==> src/hw/rtl/lzf_pkg.sv <==
`timescale 1ns / 1ps
// ----------------------------------------------------------------------------
// LZF frame decompressor package
// Shared types and fixed constants for the parser, the command queue and the
// copy engine.
// ----------------------------------------------------------------------------
package lzf_pkg;

  localparam int unsigned LEN_W   = 31;
  localparam int unsigned OFF_W   = 14;
  localparam int unsigned RUN_W   = 9;
  localparam int unsigned QDEPTH  = 4;
  localparam int unsigned QPTR_W  = 2;
  localparam int unsigned QCNT_W  = 3;

  typedef enum logic [2:0] {
    PH_FIRST,
    PH_HEADER,
    PH_STORED,
    PH_CTRL,
    PH_LITERAL,
    PH_REFLEN,
    PH_REFOFF,
    PH_DRAIN
  } phase_e;

  typedef enum logic [1:0] {
    CMD_NONE,
    CMD_BYTE,
    CMD_COPY
  } cmd_kind_e;

  typedef enum logic [1:0] {
    BK_IDLE,
    BK_READ,
    BK_WRITE,
    BK_END
  } back_state_e;

  typedef struct packed {
    cmd_kind_e         kind;
    logic [7:0]        data;
    logic [OFF_W-1:0]  offset;
    logic [RUN_W-1:0]  len;
    logic              is_end;
    logic              ok;
    logic [LEN_W-1:0]  dlen;
  } cmd_t;

endpackage

==> src/hw/rtl/lzf_cmd_fifo.sv <==
`timescale 1ns / 1ps
// ----------------------------------------------------------------------------
// LZF command queue
// Short register queue between the parser and the copy engine.
// ----------------------------------------------------------------------------
module lzf_cmd_fifo (
  input  logic          clk_i,
  input  logic          rst_ni,
  input  logic          push_i,
  input  lzf_pkg::cmd_t cmd_i,
  input  logic          pop_i,
  output logic          full_o,
  output logic          empty_o,
  output lzf_pkg::cmd_t cmd_o
);

  lzf_pkg::cmd_t                 mem_q [lzf_pkg::QDEPTH];
  logic [lzf_pkg::QPTR_W-1:0]    wr_q, rd_q;
  logic [lzf_pkg::QCNT_W-1:0]    cnt_q, cnt_d;

  assign full_o  = (cnt_q == lzf_pkg::QCNT_W'(lzf_pkg::QDEPTH));
  assign empty_o = (cnt_q == '0);
  assign cmd_o   = mem_q[rd_q];

  always_comb begin
    cnt_d = cnt_q;
    if (push_i && !pop_i) cnt_d = cnt_q + 1'b1;
    if (pop_i && !push_i) cnt_d = cnt_q - 1'b1;
  end

  always_ff @(posedge clk_i) begin
    if (push_i) mem_q[wr_q] <= cmd_i;
  end

  always_ff @(posedge clk_i or negedge rst_ni) begin
    if (!rst_ni) begin
      wr_q  <= '0;
      rd_q  <= '0;
      cnt_q <= '0;
    end else begin
      if (push_i) wr_q <= wr_q + 1'b1;
      if (pop_i)  rd_q <= rd_q + 1'b1;
      cnt_q <= cnt_d;
    end
  end

endmodule

==> config.mk <==
export PLATFORM = sky130hd
export DESIGN_NAME = lzf_cmd_fifo
export DESIGN_NICKNAME = d
export VERILOG_FILES = /design/src/hw/rtl/lzf_pkg.sv /design/src/hw/rtl/lzf_cmd_fifo.sv
export SDC_FILE = /design/constraint.sdc
export NUM_CORES = 1
export LEC_CHECK = 0
export BUFFER_PORTS_ARGS = -buffer_cell sky130_fd_sc_hd__buf_4
export CORE_ASPECT_RATIO = 0.75
export CORE_MARGIN = 4
export CORE_UTILIZATION = 30
export CTS_CLUSTER_DIAMETER = 80
export DETAILED_ROUTE_END_ITERATION = 6
export GPL_TIMING_DRIVEN = 0
export PLACE_DENSITY = 0.51
export SLEW_MARGIN = 40
export SYNTH_ARGS = -nofsm -noshare
export SYNTH_HDL_FRONTEND = slang
export SYNTH_SLANG_ARGS = --single-unit
==> constraint.sdc <==
create_clock -name clk_i -period 2.5 [get_ports clk_i]
set_input_delay 0.5 -clock clk_i [delete_from_list [all_inputs] [get_ports clk_i]]
set_output_delay 0.5 -clock clk_i [all_outputs]
set_load 0.01 [all_outputs]
# Yosys cells after proc, flatten, opt, wreduce, memory -nomap -nowiden
# Memories as Yosys holds them, arrays and structs flattened.
# Index checks and enable logic that the tools add are counted.
# Widths: inputs -> output; s select.
totals:
  regBits: 7
  mem_bits_rw: 264
  in_bits: 70
  output_inout_bits: 68
  wordCells: 19
  n_memories: 1
op_classes:
  add_sub_neg: 4
  n_eq_ne: 1
  mux: 4
  n_reduce_logical: 6
memory_table:
  columns: ["memory", "words", "word_bits", "read_ports", "rd_clocked_by_memory_dff", "wr", "line", "rtl"]
  rows:
  - ["mem_q", 4, 66, 1, 0, 1, "lzf_cmd_fifo.sv:17", "lzf_pkg::cmd_t mem_q [lzf_pkg::QDEPTH];"]
op_table:
  columns: ["op", "count"]
  rows:
  - ["$mux 3", 2]
  - ["$add 2x1->2 const B", 2]
  - ["$add 3x1->3 const B", 1]
  - ["$eq 3x3->1 const B", 1]
  - ["$logic_not 3->1", 1]
  - ["$sub 3x1->3 const B", 1]
  - ["$logic_and 1x1->1", 2]
  - ["$logic_not 1->1", 2]
  - ["$mux 1", 2]
  - ["$reduce_bool 2->1", 1]

# Logic depth before layout (Yosys ltp)
# Gate-level depths: netlist (run 1).
depth:
  ltp_word: 4
  depth_mapped: 7

# Least setup slack after synthesis (run 1)
# OpenSTA, ideal clock, no wires.
synth_path:
  kind: "register -> register"
  start: "register wr_q[0] in the netlist's numbering"
  end: "memory mem_q[0][0] in the netlist's numbering, enable pin"
  setup_time_ns: 0.431
  arrival_time_ns: 2.171
  slack_ns: -0.102
  path_stages_with_launch: 4
  path_buffers: 0
  synth_period_minus_slack_ns: 2.602
  cell_sequence: "dfrtp_1 -> inv_1 -> ha_1 -> and2_1"
synth_rtl:
  columns: ["element", "line", "rtl"]
  rows:
  - ["from (decl)", "lzf_cmd_fifo.sv:18", "logic [lzf_pkg::QPTR_W-1:0] wr_q, rd_q;"]
  - ["from (signal assigned)", "lzf_cmd_fifo.sv:41", "if (push_i) wr_q <= wr_q + 1'b1;"]
  - ["to (decl)", "lzf_cmd_fifo.sv:17", null]
# Straight into the memory's write port.

==> impl_metrics.env, run 1 <==
export IMPL_firstDrtPassIters=4
export IMPL_cts_root_buffer="clkbuf_16"
export IMPL_crit_chain="buf_6, buf_12, buf_12, mux4_2, buf_6"
export IMPL_fmaxAchievable_ghz=0.398
export IMPL_cts_buffers=27
export IMPL_synth_compound_gate_area_share_pct=0.101
export IMPL_period_needed_ps=2510
export IMPL_worstPathMaxFanout=7
export IMPL_first_global_vias=5039
export IMPL_fin_nets=643
export IMPL_crit_arrival_ps=2010
export IMPL_globalRoute_busiestLayer="met2"
export IMPL_final_cell_area_mm2=0.0128
export IMPL_crit_slowest_cell="mux4_2"
export IMPL_finalCritPeriodShare_pct=101
export IMPL_synth_top_family_by_area="multiplexers"
export IMPL_grtUsageTotal_pct=10.8
export IMPL_synth_mux_area_share_pct=15.0
export IMPL_n_antenna_cell=0
export IMPL_portBuffers=137
export IMPL_violations="negative setup slack"
export IMPL_antenna_found_initial=0
export IMPL_path_class="reg -> out"
export IMPL_cts_sinks=271
export IMPL_io_pins=138
export IMPL_reg2reg_slack_ps=640
export IMPL_syn_area_mm2=0.00994
export IMPL_p_leak_nw=4.39
export IMPL_core_area_mm2=0.0325
export IMPL_endpoint_kind="output port"
export IMPL_synth_seq_area_share_pct=81.5
export IMPL_finalClockSkew_ps=11.0
export IMPL_vias_per_cell=4.37
export IMPL_slew_headroom_pct=77.3
export IMPL_synth_seq_cells=271
export IMPL_wirelength_mm=19.8
export IMPL_hold_path_depth=1
export IMPL_holdPathEnd="mem_q[3][25]"
export IMPL_cts_tree="done"
export IMPL_dp_hpwl_mm=12.7
export IMPL_critPathBufInv=4
export IMPL_drive_above_1_share_pct=47.0
export IMPL_cpPeakStageDelay_ps=540
export IMPL_r2r_cells=5
export IMPL_insertion_delay_ps=540
export IMPL_maxCapViolations=0
export IMPL_hold_viol=0
export IMPL_placed_cell_area_mm2=0.0117
export IMPL_yosysUniqueCellTypes=19
export IMPL_power_mw=15.2
export IMPL_vias=4498
export IMPL_path_clk_slew_ps=60
export IMPL_grt_use_met2_pct=18.1
export IMPL_initial_core_util_pct=30.6
export IMPL_p_per_area_mw_per_mm2=1190
export IMPL_postSynthNetCount=458
export IMPL_place_congestion=0.724
export IMPL_slew_violations=0
export IMPL_yosys_warnings=0
export IMPL_area_growth_pct=28.7
export IMPL_crit_family="buffers and inverters"
export IMPL_worst_slack_ps=-14.8
export IMPL_initialDrtViolationCount=255
export IMPL_rows=57
export IMPL_drc=0
export IMPL_r2r_start="wr_q[0]"
export IMPL_rsz0062_at_grt="yes"
export IMPL_seq_area_mm2=0.00810
export IMPL_syn_inst=382
export IMPL_dieArea_mm2=0.0361
export IMPL_timing_rr_end="mem_q[2][28]"
export IMPL_die_w_um=218
export IMPL_final_core_util_pct=39.3
export IMPL_final_fill_count=2964
export IMPL_grt_max_degree=33
export IMPL_synthAdderAreaFrac_pct=0.831
export IMPL_h_tree_depth=1
export IMPL_ctsLongestPathBuffers=3
export IMPL_worst_slew_pin_slew_ps=341
export IMPL_grt_pass1_wl_mm=30.2
export IMPL_crit_required_ps=2000
export IMPL_die_h_um=166
export IMPL_ant_nets=0
export IMPL_synth_xor_area_share_pct=0.529
export IMPL_grtUsageMet1_pct=14.0
export IMPL_holdWs_ps=160
export IMPL_overflow=0
export IMPL_worstSetupStartpointType="register"
export IMPL_multiInputGateArea_mm2=0.00169
export IMPL_synth_simple_area_share_pct=0.516
export IMPL_worst_hold_startpoint="cmd_i[25]"
export IMPL_setup_viol=7
export IMPL_hp_class="in -> reg"
export IMPL_synth_area_per_cell_um2=26.0
export IMPL_status="complete, but fails checks"
export IMPL_met3_usage_pct=2.93
export IMPL_finalSetupTns_ps=-33.6
export IMPL_wl_per_cell_um=19.2
export IMPL_ir_worst_vdd_v=0.000588
==> metal layers <==
metal	share of wire [%]	up-vias
li1	-	1999
met1	43	2378
met2	50	92
met3	5.0	29
met4	2.2	0
met5	0	-
==> Yosys cell counts <==
master / number / share of area [%]
nor2_1: 1 / 0.038
inv_1: 6 / 0.23
buf_1: 3 / 0.11
buf_6: 1 / 0.11
buf_4: 4 / 0.30
xor2_1: 4 / 0.35
and2_1: 4 / 0.25
and3_1: 1 / 0.063
nand2_1: 3 / 0.11
fa_1: 1 / 0.20
buf_12: 3 / 0.60
ha_1: 5 / 0.63
o21ai_0: 2 / 0.10
nor3_1: 1 / 0.050
buf_2: 4 / 0.20
dfrtp_1: 7 / 1.8
edfxtp_1: 264 / 80
mux4_2: 66 / 15
xnor2_1: 2 / 0.18
==> power breakdown <==
part	switching (mW)	internal (mW)	total (mW)
Sequential	0.195	5.93	6.13
Combinational	2.42	2.83	5.25
Clock	1.61	2.18	3.79
Total	4.22	10.9	15.2
==> cell type report <==
cell class / count / share of cell area (%)
inverters: 6 / 0.176
clock inverters: 16 / 0.988
repair buffers: 156 / 11.1
plain buffers: 15 / 1.39
multi-input cells: 90 / 13.2
clock buffers: 33 / 5.46
well taps: 442 / 4.32
flip-flops and latches: 271 / 63.3
==> how the worst max path moves through the flow <==
stage / endpoint / cells after the start / from
2_1_floorplan: mem_q[0][0] / 3 / wr_q[0]
3_3_place_gp: mem_q[2][14] / 2 / push_i
3_5_place_dp: cmd_o[24] / 4 / rd_q[1]
4_1_cts: cmd_o[24] / 4 / rd_q[0]
5_1_grt: cmd_o[60] / 5 / rd_q[0]
6_report: cmd_o[44] / 5 / rd_q[0]
==> sequential cells by signal (all words and copies together) (netlist names) <==
register,cells
mem_q,264
cnt_q,3
rd_q,2
wr_q,2
==> placed cells by master (no fill, tap or decap), drive strengths merged <==
| cell type | instances |
|---|---|
| o21ai | 2 |
| clkbuf | 35 |
| inv | 6 |
| and3 | 1 |
| and2 | 4 |
| mux4 | 66 |
| nor3 | 1 |
| bufinv | 2 |
| fa | 1 |
| nand2 | 3 |
| clkinvlp | 2 |
| nor2 | 1 |
| ha | 5 |
| xnor2 | 2 |
| clkinv | 12 |
| dfrtp | 7 |
| xor2 | 4 |
| buf | 168 |
| edfxtp | 264 |
| dlygate4sd3 | 1 |
==> worst register-to-register path, cell delays in order, from the launching register on <==
cell and delay [ps]:
dfrtp_1 420, inv_1 100, ha_1 160, and2_4 360, buf_12 240, buf_12 240
==> cell families after synthesis <==
group | Yosys count
buffers and inverters | 21
adder cells (fa/ha/maj) | 6
XOR/XNOR | 6
AND/OR/NAND/NOR | 10
multiplexers | 66
AO/OA/AOI/OAI | 2
flip-flops | 271
==> stage by stage <==
stage          instances  setup WS (ps)
2_1_floorplan        382            617
3_3_place_gp         961           -122
3_5_place_dp         969            327
4_1_cts             1026          -93.0
5_1_grt             1029           -119
6_report            1029          -14.8
==> repair_timing <==
action,CTS,global route
hold buffers,1,0
hold endpoints to repair,7,0
setup endpoints to repair,59,60
cloned,1,2
gates resized for setup,34,7
buffers inserted,6,1
No activity file was read; power rests on OpenSTA's default activity.
==> inputs of run 2 (changes only) <==
- CORE_UTILIZATION: 30 -> 35
- PLACE_DENSITY: 0.51 -> 0.55
- clock period: 2.5 -> 2.57 ns (I/O delays scaled with it)
==> impl_metrics.env, run 2 (synthesis gave the netlist of run 1 again) <==
export IMPL_cts_root_buffer="clkbuf_16"
export IMPL_p_switching_mw=4.13
export IMPL_p_per_area_mw_per_mm2=1180
export IMPL_cts_sinks=271
export IMPL_die_h_um=154
export IMPL_status="finished, final reports clean"
export IMPL_vias_per_cell=4.69
export IMPL_sw_frac_of_total_pct=27.2
export IMPL_rows=53
export IMPL_portBuffers=137
export IMPL_worst_slew_pin_slew_ps=312
export IMPL_seqPwrFrac_pct=39.2
export IMPL_die_w_um=203
export IMPL_largest_reg_flops=264
export IMPL_final_fill_count=2398
export IMPL_grt_max_degree=33
export IMPL_crit_arrival_ps=1980
export IMPL_clkPwrFrac_pct=28.2
export IMPL_finalCritPeriodShare_pct=97.2
export IMPL_core_area_mm2=0.0280
export IMPL_antenna_found_initial=0
export IMPL_cts_tree="done"
export IMPL_path_class="reg -> out"
export IMPL_finalSetupTns_ps=0
export IMPL_grt_pass1_wl_mm=30.0
export IMPL_io_pins=138
export IMPL_vias=4570
export IMPL_route_met2_wl_mm=9.56
export IMPL_reg_top3="mem_q (264), cnt_q (3)"
export IMPL_drc=0
export IMPL_crit_required_ps=2060
export IMPL_worstSetupStartpointType="register"
export IMPL_wl_met3_mm=1.20
export IMPL_wl_per_cell_um=20.3
export IMPL_finalClockSkew_ps=16.0
export IMPL_rsz0062_at_grt="yes"
export IMPL_grtUsageTotal_pct=12.4
export IMPL_mostFrequentLayoutCells="264 x edfxtp_1, 134 x buf_4, 66 x mux4_2"
export IMPL_p_int_mw=11.1
export IMPL_slew_violations=0
export IMPL_place_congestion=0.689
export IMPL_area_growth_pct=29.0
export IMPL_fin_nets=643
export IMPL_ctsLongestPathBuffers=3
export IMPL_path_clk_slew_ps=60
export IMPL_ant_nets=0
export IMPL_overflow=0
export IMPL_n_antenna_cell=0
export IMPL_endpoint_kind="output port"
export IMPL_final_core_util_pct=45.8
export IMPL_slew_headroom_pct=79.2
export IMPL_insertion_delay_ps=530
export IMPL_fmaxAchievable_ghz=0.400
export IMPL_share_comb_of_total_power_pct=32.6
export IMPL_cts_buffers=28
export IMPL_dieArea_mm2=0.0312
export IMPL_maxCapViolations=0
export IMPL_initial_core_util_pct=35.5
export IMPL_period_needed_ps=2500
export IMPL_first_global_vias=4983
export IMPL_largest_register="mem_q"
export IMPL_wl_met1_mm=8.62
export IMPL_worstPathMaxFanout=6
export IMPL_firstDrtPassIters=4
export IMPL_hold_viol=0
export IMPL_layout_commonest_cell="edfxtp_1"
export IMPL_p_leak_nw=4.44
export IMPL_dp_hpwl_mm=12.6
export IMPL_drive_above_1_share_pct=47.9
export IMPL_hp_class="in -> reg"
export IMPL_top_layer_used="met4"
export IMPL_setup_viol=0
export IMPL_initialDrtViolationCount=239
export IMPL_h_tree_depth=1
export IMPL_ir_worst_vdd_v=0.000585
export IMPL_wirelength_mm=19.8
[run 2: cell count changes in the layout (fill, tap and decap cells not counted), sizes merged]
cell      previous run  this run
buf                168       166
bufinv               2         6
clkinv              12        10
clkinvlp             2         3
inv                  6         7
[run 2: what timing repair did]
item / 4_1_cts / 5_1_grt
setup endpoints to repair: 59 / 41
gates resized for setup: 7 / 17
hold endpoints to repair: 7 / 0
hold buffers: 1 / 0
setup buffers: 4 / 2
gates cloned: 0 / 3
[run 2: metal layers]
layer	GRT usage, %	up-vias
met2	19.9	121
met4	2.58	0
met1	17.4	2412
met3	3.23	29
li1	-	2008
met5	0	-
[run 2: final cells by class]
type / instances / area, µm² / share of cell area, %
Buffer: 15 / 165 / 1.29
Clock buffer: 32 / 737 / 5.75
Clock inverter: 20 / 262 / 2.04
Inverter: 6 / 22.5 / 0.176
Multi-Input combinational cell: 90 / 1690 / 13.2
Sequential cell: 271 / 8100 / 63.2
Tap cell: 385 / 482 / 3.76
Timing Repair Buffer: 155 / 1360 / 10.6
[run 2: worst max-delay path, cell delays in order (launching register included)]
cell,delay [ps]
dfrtp_1,330
buf_6,160
buf_12,150
buf_4,140
mux4_2,500
buf_4,170
[run 2: power groups by stage]
| stage | logic (mW) | clock network (mW) | registers (mW) |
|---|---|---|---|
| 6_report | 4.95 | 4.28 | 5.96 |
| 3_5_place_dp | 4.76 | 0 | 6.06 |
| 3_3_place_gp | 4.53 | 0 | 6.08 |
| 5_1_grt | 5.37 | 4.61 | 6.02 |
| 4_1_cts | 4.84 | 4.42 | 5.97 |
| 2_1_floorplan | 2.63 | 0 | 6.02 |
[run 2: path summary, 6_finish.rpt]
check	start	to	slack, ps	cells after the start
setup / recovery	rd_q[0]	cmd_o[65]	70	5
hold / removal	cmd_i[7]	mem_q[2][7]	180	1
setup reg to reg	wr_q[0]	mem_q[0][61]	750	5
hold reg to reg	cnt_q[2]	cnt_q[2]	510	1
max in group asynchronous	rst_ni	rd_q[0]	2110	2
min in group asynchronous	rst_ni	cnt_q[0]	330	2
[run 2: metrics by stage]
step	cells	cell area (µm²)	total power, mW	hold slack [ps]	setup WS [ps]
CTS	969	12700	15.2	147	3.03
global placement	904	11500	10.6	333	-1470
finish	974	12800	15.2	180	73.1
global route	974	12800	16.0	149	-31.5
detailed placement	912	11600	10.8	338	396
floorplan	382	9940	8.65	218	57.9
