--- src/hw/rtl/lzf_pkg.sv ---
`timescale 1ns / 1ps
// ----------------------------------------------------------------------------
// LZF frame decompressor package
// Shared types and fixed constants for the parser, the command queue and the
// copy engine.
// ----------------------------------------------------------------------------
package lzf_pkg;

  localparam int unsigned LEN_W   = 31;
  localparam int unsigned OFF_W   = 14;
  localparam int unsigned RUN_W   = 9;
  localparam int unsigned QDEPTH  = 4;
  localparam int unsigned QPTR_W  = 2;
  localparam int unsigned QCNT_W  = 3;

  typedef enum logic [2:0] {
    PH_FIRST,
    PH_HEADER,
    PH_STORED,
    PH_CTRL,
    PH_LITERAL,
    PH_REFLEN,
    PH_REFOFF,
    PH_DRAIN
  } phase_e;

  typedef enum logic [1:0] {
    CMD_NONE,
    CMD_BYTE,
    CMD_COPY
  } cmd_kind_e;

  typedef enum logic [1:0] {
    BK_IDLE,
    BK_READ,
    BK_WRITE,
    BK_END
  } back_state_e;

  typedef struct packed {
    cmd_kind_e         kind;
    logic [7:0]        data;
    logic [OFF_W-1:0]  offset;
    logic [RUN_W-1:0]  len;
    logic              is_end;
    logic              ok;
    logic [LEN_W-1:0]  dlen;
  } cmd_t;

endpackage

--- src/hw/rtl/lzf_front.sv ---
`timescale 1ns / 1ps
// ----------------------------------------------------------------------------
// LZF frame parser
// Decodes the length header and the control stream, checks literal runs and
// references against the frame length and issues byte, copy and close commands.
// ----------------------------------------------------------------------------
module lzf_front (
  input  logic          clk_i,
  input  logic          rst_ni,
  input  logic          accept_i,
  input  logic [7:0]    in_byte_i,
  input  logic          in_last_i,
  output logic          push_o,
  output lzf_pkg::cmd_t cmd_o
);

  lzf_pkg::phase_e                phase_q, phase_d;
  logic [lzf_pkg::LEN_W-1:0]      exp_q, exp_d;
  logic [lzf_pkg::LEN_W-1:0]      prod_q, prod_d;
  logic [2:0]                     hdr_q, hdr_d;
  logic [lzf_pkg::RUN_W-1:0]      run_q, run_d;
  logic [4:0]                     offh_q, offh_d;
  logic                           err_q, err_d;

  logic [lzf_pkg::LEN_W:0]        lit_sum, ref_sum;
  logic [lzf_pkg::OFF_W-1:0]      ref_off;
  logic [lzf_pkg::RUN_W-1:0]      ref_total;
  logic                           lit_ovr, ref_ovr, ref_early;
  logic                           ok;

  assign lit_sum   = {1'b0, prod_q} + (lzf_pkg::LEN_W+1)'(in_byte_i[4:0]) + 1'b1;
  assign ref_total = run_q + lzf_pkg::RUN_W'(2);
  assign ref_sum   = {1'b0, prod_q} + (lzf_pkg::LEN_W+1)'(ref_total);
  assign ref_off   = {1'b0, offh_q, in_byte_i} + lzf_pkg::OFF_W'(1);
  assign lit_ovr   = lit_sum > {1'b0, exp_q};
  assign ref_ovr   = ref_sum > {1'b0, exp_q};
  assign ref_early = lzf_pkg::LEN_W'(ref_off) > prod_q;

  always_comb begin
    phase_d = phase_q;
    exp_d   = exp_q;
    prod_d  = prod_q;
    hdr_d   = hdr_q;
    run_d   = run_q;
    offh_d  = offh_q;
    err_d   = err_q;
    unique case (phase_q)
      lzf_pkg::PH_FIRST: begin
        if (in_byte_i == 8'h00) begin
          phase_d = lzf_pkg::PH_STORED;
        end else if (!in_byte_i[7]) begin
          exp_d   = lzf_pkg::LEN_W'(in_byte_i);
          phase_d = lzf_pkg::PH_CTRL;
        end else begin
          phase_d = lzf_pkg::PH_HEADER;
          if ((in_byte_i & 8'he0) == 8'hc0) begin
            exp_d = lzf_pkg::LEN_W'(in_byte_i & 8'h1f);
            hdr_d = 3'd1;
          end else if ((in_byte_i & 8'hf0) == 8'he0) begin
            exp_d = lzf_pkg::LEN_W'(in_byte_i & 8'h0f);
            hdr_d = 3'd2;
          end else if ((in_byte_i & 8'hf8) == 8'hf0) begin
            exp_d = lzf_pkg::LEN_W'(in_byte_i & 8'h07);
            hdr_d = 3'd3;
          end else if ((in_byte_i & 8'hfc) == 8'hf8) begin
            exp_d = lzf_pkg::LEN_W'(in_byte_i & 8'h03);
            hdr_d = 3'd4;
          end else begin
            exp_d = lzf_pkg::LEN_W'(in_byte_i & 8'h01);
            hdr_d = 3'd5;
          end
        end
      end
      lzf_pkg::PH_HEADER: begin
        exp_d = {exp_q[lzf_pkg::LEN_W-7:0], in_byte_i[5:0]};
        hdr_d = hdr_q - 3'd1;
        if (hdr_q == 3'd1) phase_d = lzf_pkg::PH_CTRL;
      end
      lzf_pkg::PH_STORED: begin
        prod_d = prod_q + 1'b1;
      end
      lzf_pkg::PH_CTRL: begin
        if (in_byte_i < 8'h20) begin
          if (lit_ovr) begin
            err_d   = 1'b1;
            phase_d = lzf_pkg::PH_DRAIN;
          end else begin
            run_d   = lzf_pkg::RUN_W'(in_byte_i[4:0]) + 1'b1;
            phase_d = lzf_pkg::PH_LITERAL;
          end
        end else begin
          run_d   = lzf_pkg::RUN_W'(in_byte_i[7:5]);
          offh_d  = in_byte_i[4:0];
          phase_d = (in_byte_i[7:5] == 3'd7) ? lzf_pkg::PH_REFLEN : lzf_pkg::PH_REFOFF;
        end
      end
      lzf_pkg::PH_LITERAL: begin
        prod_d = prod_q + 1'b1;
        run_d  = run_q - 1'b1;
        if (run_q == lzf_pkg::RUN_W'(1)) phase_d = lzf_pkg::PH_CTRL;
      end
      lzf_pkg::PH_REFLEN: begin
        run_d   = run_q + lzf_pkg::RUN_W'(in_byte_i);
        phase_d = lzf_pkg::PH_REFOFF;
      end
      lzf_pkg::PH_REFOFF: begin
        if (ref_ovr || ref_early) begin
          err_d   = 1'b1;
          phase_d = lzf_pkg::PH_DRAIN;
        end else begin
          prod_d  = ref_sum[lzf_pkg::LEN_W-1:0];
          run_d   = '0;
          phase_d = lzf_pkg::PH_CTRL;
        end
      end
      default: ;
    endcase
  end

  always_comb begin
    cmd_o        = '0;
    cmd_o.kind   = lzf_pkg::CMD_NONE;
    cmd_o.data   = in_byte_i;
    cmd_o.offset = ref_off;
    cmd_o.len    = ref_total;
    unique case (phase_q)
      lzf_pkg::PH_STORED, lzf_pkg::PH_LITERAL: cmd_o.kind = lzf_pkg::CMD_BYTE;
      lzf_pkg::PH_REFOFF: begin
        if (!ref_ovr && !ref_early) cmd_o.kind = lzf_pkg::CMD_COPY;
      end
      default: ;
    endcase
    if (err_d) begin
      ok = 1'b0;
    end else if (phase_d == lzf_pkg::PH_STORED) begin
      ok = 1'b1;
    end else if (phase_d == lzf_pkg::PH_CTRL) begin
      ok = (prod_d == exp_d);
    end else begin
      ok = 1'b0;
    end
    cmd_o.is_end = in_last_i;
    cmd_o.ok     = ok;
    cmd_o.dlen   = prod_d;
    push_o       = accept_i && (in_last_i || (cmd_o.kind != lzf_pkg::CMD_NONE));
  end

  always_ff @(posedge clk_i or negedge rst_ni) begin
    if (!rst_ni) begin
      phase_q <= lzf_pkg::PH_FIRST;
      exp_q   <= '0;
      prod_q  <= '0;
      hdr_q   <= '0;
      run_q   <= '0;
      offh_q  <= '0;
      err_q   <= 1'b0;
    end else if (accept_i) begin
      if (in_last_i) begin
        phase_q <= lzf_pkg::PH_FIRST;
        exp_q   <= '0;
        prod_q  <= '0;
        hdr_q   <= '0;
        run_q   <= '0;
        offh_q  <= '0;
        err_q   <= 1'b0;
      end else begin
        phase_q <= phase_d;
        exp_q   <= exp_d;
        prod_q  <= prod_d;
        hdr_q   <= hdr_d;
        run_q   <= run_d;
        offh_q  <= offh_d;
        err_q   <= err_d;
      end
    end
  end

endmodule

--- config.mk ---
export PLATFORM = sky130hd
export DESIGN_NAME = lzf_front
export DESIGN_NICKNAME = d
export VERILOG_FILES = /design/src/hw/rtl/lzf_pkg.sv /design/src/hw/rtl/lzf_front.sv
export SDC_FILE = /design/constraint.sdc
export NUM_CORES = 1
export LEC_CHECK = 0
export CORE_ASPECT_RATIO = 2
export CORE_MARGIN = 8
export CORE_UTILIZATION = 40
export DETAILED_ROUTE_END_ITERATION = 10
export DONT_BUFFER_PORTS = 1
export GPL_TIMING_DRIVEN = 0
export PLACE_DENSITY = 0.63
export SETUP_SLACK_MARGIN = 0.1
export SLEW_MARGIN = 40
export SYNTH_ARGS = -nofsm -noshare
export SYNTH_HDL_FRONTEND = slang
export SYNTH_SLANG_ARGS = --single-unit
--- constraint.sdc ---
create_clock -name clk_i -period 9.2 [get_ports clk_i]
set_clock_uncertainty 0.05 [all_clocks]
set_input_delay 1.84 -clock clk_i [delete_from_list [all_inputs] [get_ports clk_i]]
set_output_delay 1.84 -clock clk_i [all_outputs]
set_load 0.05 [all_outputs]
# Word level (Yosys, flattened, before mapping)
# Index checks and enable logic that the tools add are counted.
# W data, S select, Z words.
# word_totals
register_bits	83
latchBits	0
mem_bits_rw	0
rom_bits	0
in_bits	12
out_inout_bits	67
wordCells	105
mem_count	0
# op_classes
addsub	10
multipliers	0
div_mod_pow	0
order_cmp	4
eq_ne	21
shifts	0
mux	47
bitwise	0
n_reduce_logical	16
# ops
cell	n
$mux W31	4
$pmux W31 S2	2
$gt A32 B31 Y1	2
$mux W3	12
$mux W9	4
$pmux W9 S4	1
$add A31 B5 Y32	1
$add A31 B9 Y32	1
$add A32 B1 Y32 const B	1
$add A31 B1 Y31 const B	1
$eq A31 B31 Y1	1
$gt A14 B31 Y1	1
$mux W5	4
$pmux W3 S6	1
$eq A3 B3 Y1 const B	5
$add A13 B1 Y14 const B	1
$eq A3 B2 Y1 const B	4
$mux W2	6
$add A9 B2 Y9 const B	1
$add A9 B8 Y9	1
$eq A9 B1 Y1 const B	1
$ne A3 B3 Y1 const B	3
$sub A9 B1 Y9 const B	1
$logic_not A8 Y1	1
25 further kinds	38

# Longest topological paths before layout
# depth
word_depth	12
ltp_mapped	29
depth_no_buf	25

# Worst setup path after synthesis
# OpenSTA, ideal clock, no wires.
# synth_timing
kind	in2out
from	input in_byte_i[7]
to	output cmd_o[31] (netlist name)
arrival_time_ns	7.159
required_time_ns	7.310
setup_slack_ns	0.151
path_stages	18
path_buffers	2
path_cell_list	clkbuf_1 and3_1 and3_1 nand4_1 xnor2_1 ha_1 nand4b_1 nor4_1 or2_1 a21oi_1 nor2_2 nand2_4 inv_2 o311ai_1 o2111ai_1 nor4_1 a32o_1 buf_4
# synth_lines
element	line	source
start, declared	lzf_front.sv:11	input logic [7:0] in_byte_i,
end, declared	lzf_front.sv:14	output lzf_pkg::cmd_t cmd_o

==> results.txt <==
The largest stage delay on the critical path came out at around 0.63 ns. The synthesized netlist devotes between 20% and 30% of its cell area to simple gates. Setup repair after global routing could not meet its margin everywhere. Measured in cells, the most critical reg-to-reg path has a length of 26.

During placement, the flow inserted port buffers numbering 0. The worst setup path is of the in -> out kind. The type of element launching the critical path is an input pin. Of all nets on the critical path, the largest fanout is 10. The transition time of the tightest slew-check pin is ~0.93 ns.

The maximum buffer depth of the clock tree came out at 2. The number of register bits inferred by synthesis is a little over 80. The worst voltage drop across the vdd grid came out at approximately 0.19 mV. In this run, synthesis inferred 0 flip-flops with an integrated enable. The routed length per placed instance is 32.6 um.

STA classifies the critical path endpoint as a primary output. The number of cells on the worst hold path came out at 2. Counting the buffers created by CTS gives 9. The number of buffers added to fix hold violations after cts is 0. The checks that failed: negative setup slack. For this run, the leading register cell type out of synthesis is sky130_fd_sc_hd__dfrtp_1. For the worst setup path, the data required time is 7.31 ns.

In this run the worst setup path begins at in_byte_i[6]. The static leakage came out at 0.00522 uW. The post-route netlist has roughly 18% of its cells at a drive strength greater than 1.

The die covers about 0.031 mm^2. For the finished layout, the period the worst path requires is 9.22 ns. The global-route wire length before repair came out at ~78000 um. The arrival time at the worst endpoint came out at 7.33 ns. Multiplexer cells account for less than 1% of the synthesized area. The Yosys warning count came out at 0.

After Yosys synthesis, full adders, half adders and majority gates account for 14.0% of the synthesized area. The number of endpoints failing setup at the final stage is 1. For this run, the post-layout net count is roughly 1500. The XOR/XNOR share of the synthesized area came out at between 10% and 20%. The number of nets handed over by synthesis was ~1400.

The number of placed I/O pins came out at 79. The final worst slack is -0.0227 ns. The critical path goes through clkbuf_2 -> and3_1 -> and3_1 -> nand4_1 -> xnor2_4 -> ha_1 -> a211oi_2 -> nor3_1 -> o22ai_2 -> o211ai_2 -> nand3_1 -> o31ai_1 -> a311oi_4 -> xnor2_1 -> nand4_1 -> nor4_4 -> a32o_2 -> buf_8. Sorting the synthesized cells by area gives the leading types as sky130_fd_sc_hd__dfrtp_1 (20%), sky130_fd_sc_hd__ha_1 (13%), sky130_fd_sc_hd__xnor2_1 (7.0%).

In this run the critical register-to-register path is captured at run_q[7]. The detailed-route wire length is approximately 55000 um. The maximum level of the CTS H-tree is 3. For this run, the top clock speed supported by timing is ~110 MHz.

Summing the areas of all compound-gate instances in the mapped netlist gives roughly a quarter of the synthesized area. The synthesized instance count is 1299. The share of the clock period used by the worst path after layout came out at 100%. The area share of the largest cell type after synthesis is approximately a fifth. The final max-slew violation count came out at 0.

In the routed layout, each cell is associated on average with a via count of 6.67. The largest individual stage delay along the critical path comes from the cell sky130_fd_sc_hd__a311oi_4. Across all register-to-register paths, the minimum setup slack is about 2.6 ns.

The run finished, with violations left. The clock tree root buffer cell is sky130_fd_sc_hd__clkbuf_16. The combinational family with the most area after synthesis is compound AO/OA/AOI/OAI gates. Global routing used 35.6% of the available tracks across all layers. The worst slack after detailed placement is -1.39 ns.

The number of inserted diodes is 0. Headroom to the max-slew limit came out at between 30% and 40%. The max-capacitance violation count came out at 0. From left edge to right edge, the die measures about 130 um. At the end of routability-driven placement, the weighted congestion stood at between 1 and 1.5.

Entering global routing, the biggest net connects 84 pins. The utilization after layout is 48.9%. After detailed routing, the number of remaining DRC violations is 0. The path class of the tightest hold or removal check is reg -> reg. The via count came out at around 11000. The placement row count is between 80 and 90. The number of global-route vias before repair came out at between 10000 and 15000. The post-DP HPWL came out at between 40000 and 50000 um.

The die span in y is about 240 um. The later-pin clock latency in the skew report is roughly 0.39 ns. The overall overflow remaining after global route is 0. The sequential element share of the synthesized area is between 20% and 30%. From synthesis to final layout, the design area changed by 20.2%.

The path length in cells of the critical path is 18. The synthesized area per cell is around 7.8 um^2. The critical path buffer and inverter count came out at 2.

After synthesis, the netlist uses 88 different library cells. The post-synth design cell area came out at 0.0102 mm^2. The clock sink total came out at 83.

The capture point of the critical path is cmd_o[31]. The effective utilization at floorplan came out at 40.6%. The power density over the cells came out at between 200 and 250 mW/mm^2. The count of nets left with antenna violations after detail routing came out at 0. The count of endpoints failing hold in the final timing report is 0. In this run the critical register-to-register path is launched from run_q[5]. The initial detailed-routing violation count came out at between 900 and 1000.

Broken down by cell family, the worst path's largest delay share belongs to simple AND/OR/NAND/NOR gates. Summed over all instances, the cell type with the most area after synthesis is sky130_fd_sc_hd__dfrtp_1. The number of search-and-repair iterations in the first detailed-routing pass is 5. The clock tree from TritonCTS is yes. The clock edge transition at the registers on the reported setup and hold paths came out at about 0.07 ns.

Of all flip-flops after synthesis, the portion carrying an async set or reset was between 90% and 100%. The number of antenna violations at the first check in global routing came out at 0. The placeable core region is around 0.025 mm^2.
## placed cells by master (no fill, tap or decap), types with 10 or more instances in the layout
cell type | synthesis | layout
sky130_fd_sc_hd__a31oi_1 | 16 | 15
sky130_fd_sc_hd__a21o_1 | 10 | 10
sky130_fd_sc_hd__buf_2 | 15 | 15
sky130_fd_sc_hd__buf_4 | 15 | 45
sky130_fd_sc_hd__a22oi_1 | 22 | 21
sky130_fd_sc_hd__xnor2_1 | 81 | 53
sky130_fd_sc_hd__a21oi_1 | 73 | 67
sky130_fd_sc_hd__o211ai_1 | 13 | 13
sky130_fd_sc_hd__o31ai_1 | 10 | 10
sky130_fd_sc_hd__clkbuf_1 | 52 | 38
sky130_fd_sc_hd__nor3_1 | 33 | 26
sky130_fd_sc_hd__o21ai_0 | 65 | 59
sky130_fd_sc_hd__nand4_1 | 38 | 38
sky130_fd_sc_hd__nor2_1 | 83 | 73
sky130_fd_sc_hd__ha_1 | 109 | 103
sky130_fd_sc_hd__nand2_1 | 103 | 100
sky130_fd_sc_hd__o21a_1 | 11 | 10
sky130_fd_sc_hd__xnor2_2 | 0 | 20
sky130_fd_sc_hd__nand3_1 | 52 | 49
sky130_fd_sc_hd__o21ai_1 | 10 | 11
sky130_fd_sc_hd__inv_1 | 87 | 85
sky130_fd_sc_hd__and3_1 | 24 | 22
sky130_fd_sc_hd__a22o_1 | 31 | 31
sky130_fd_sc_hd__o22ai_1 | 30 | 25
sky130_fd_sc_hd__clkbuf_2 | 0 | 10
sky130_fd_sc_hd__nand2b_1 | 11 | 11
sky130_fd_sc_hd__nor4_1 | 18 | 13
sky130_fd_sc_hd__dfrtp_1 | 83 | 81
sky130_fd_sc_hd__xor2_1 | 29 | 21
## where the power goes
group	internal [uW]	switching [uW]	total, uW	leakage, uW
combinational	511	1150	1660	0.00394
clock	191	199	389	0.000145
sequential	397	47.1	445	0.00114
## repair_timing
item                       4_1_cts  5_1_grt
setup endpoints to repair       20        1
resized for setup              115       29
pin swaps                       26       25
buffers inserted                24        5
## final cells by class
type                       count  area, um^2
sequential                    83        2080
fill                        2579       12800
buffer                        90         513
inverter                      89         344
multi-input combinational   1037        8270
timing repair buffer          41         312
clock buffer                   9         225
tap                          336         420
clock inverter                 7        62.6
## worst min-delay path by stage
stage / startpoint / endpoint / slack, ns
final: hdr_q[1] / hdr_q[1] / 0.44
after global routing: hdr_q[1] / hdr_q[1] / 0.46
after CTS: hdr_q[1] / hdr_q[1] / 0.44
after detailed placement: hdr_q[1] / hdr_q[1] / 0.43
after global placement: hdr_q[1] / hdr_q[1] / 0.41
after floorplan: hdr_q[1] / hdr_q[1] / 0.40
## cell usage after synthesis, drive strengths merged, types with 18 or more instances
cell type and n:
a21oi 75, a22o 31, a22oi 22, and3 24, buf 38, clkbuf 52, dfrtp 83, ha 109
inv 89, nand2 104, nand3 52, nand4 38, nor2 84, nor3 35, nor4 18, o21ai 75
o22ai 30, xnor2 81, xor2 29
## through the flow
step / TNS (ns) / total power, uW / area, um^2 / cells / hold slack [ns]
3_5_place_dp: -1.52 / 1850 / 10900 / 1646 / 0.428
3_3_place_gp: -6.94 / 1810 / 10600 / 1635 / 0.410
5_1_grt: -0.100 / 2570 / 12200 / 1692 / 0.463
2_1_floorplan: 0 / 1360 / 10200 / 1299 / 0.399
6_report: -0.0227 / 2490 / 12200 / 1692 / 0.437
4_1_cts: 0 / 2350 / 12000 / 1686 / 0.444
## logic make-up after synthesis
kind of cell	Yosys count
compound gates	384
xor+xnor	113
fa+ha+maj	112
buf+inv	179
flops	83
mux	6
simple gates	422
## flip-flops by register name, summed over array words and instances, names as in the netlist
signal   flops
exp_q       31
prod_q      31
run_q        9
offh_q       5
hdr_q        3
phase_q      3
err_q        1
## metal layers
| layer | wire length, um | global-route usage [%] | vias up |
|---|---|---|---|
| met4 | 7440 | 38.5 | 2 |
| met2 | 26600 | 59.4 | 651 |
| met3 | 4480 | 10.6 | 301 |
| met5 | 16 | 0.503 | - |
| li1 | - | - | 4901 |
| met1 | 16700 | 31.7 | 5431 |
## tightest hold or removal path, stage by stage, from the launching register on
cell and delay [ns]:
sky130_fd_sc_hd__dfrtp_1 0.35, sky130_fd_sc_hd__nand2_1 0.05, sky130_fd_sc_hd__o31ai_1 0.06
Power figures use the tool's default switching activity.
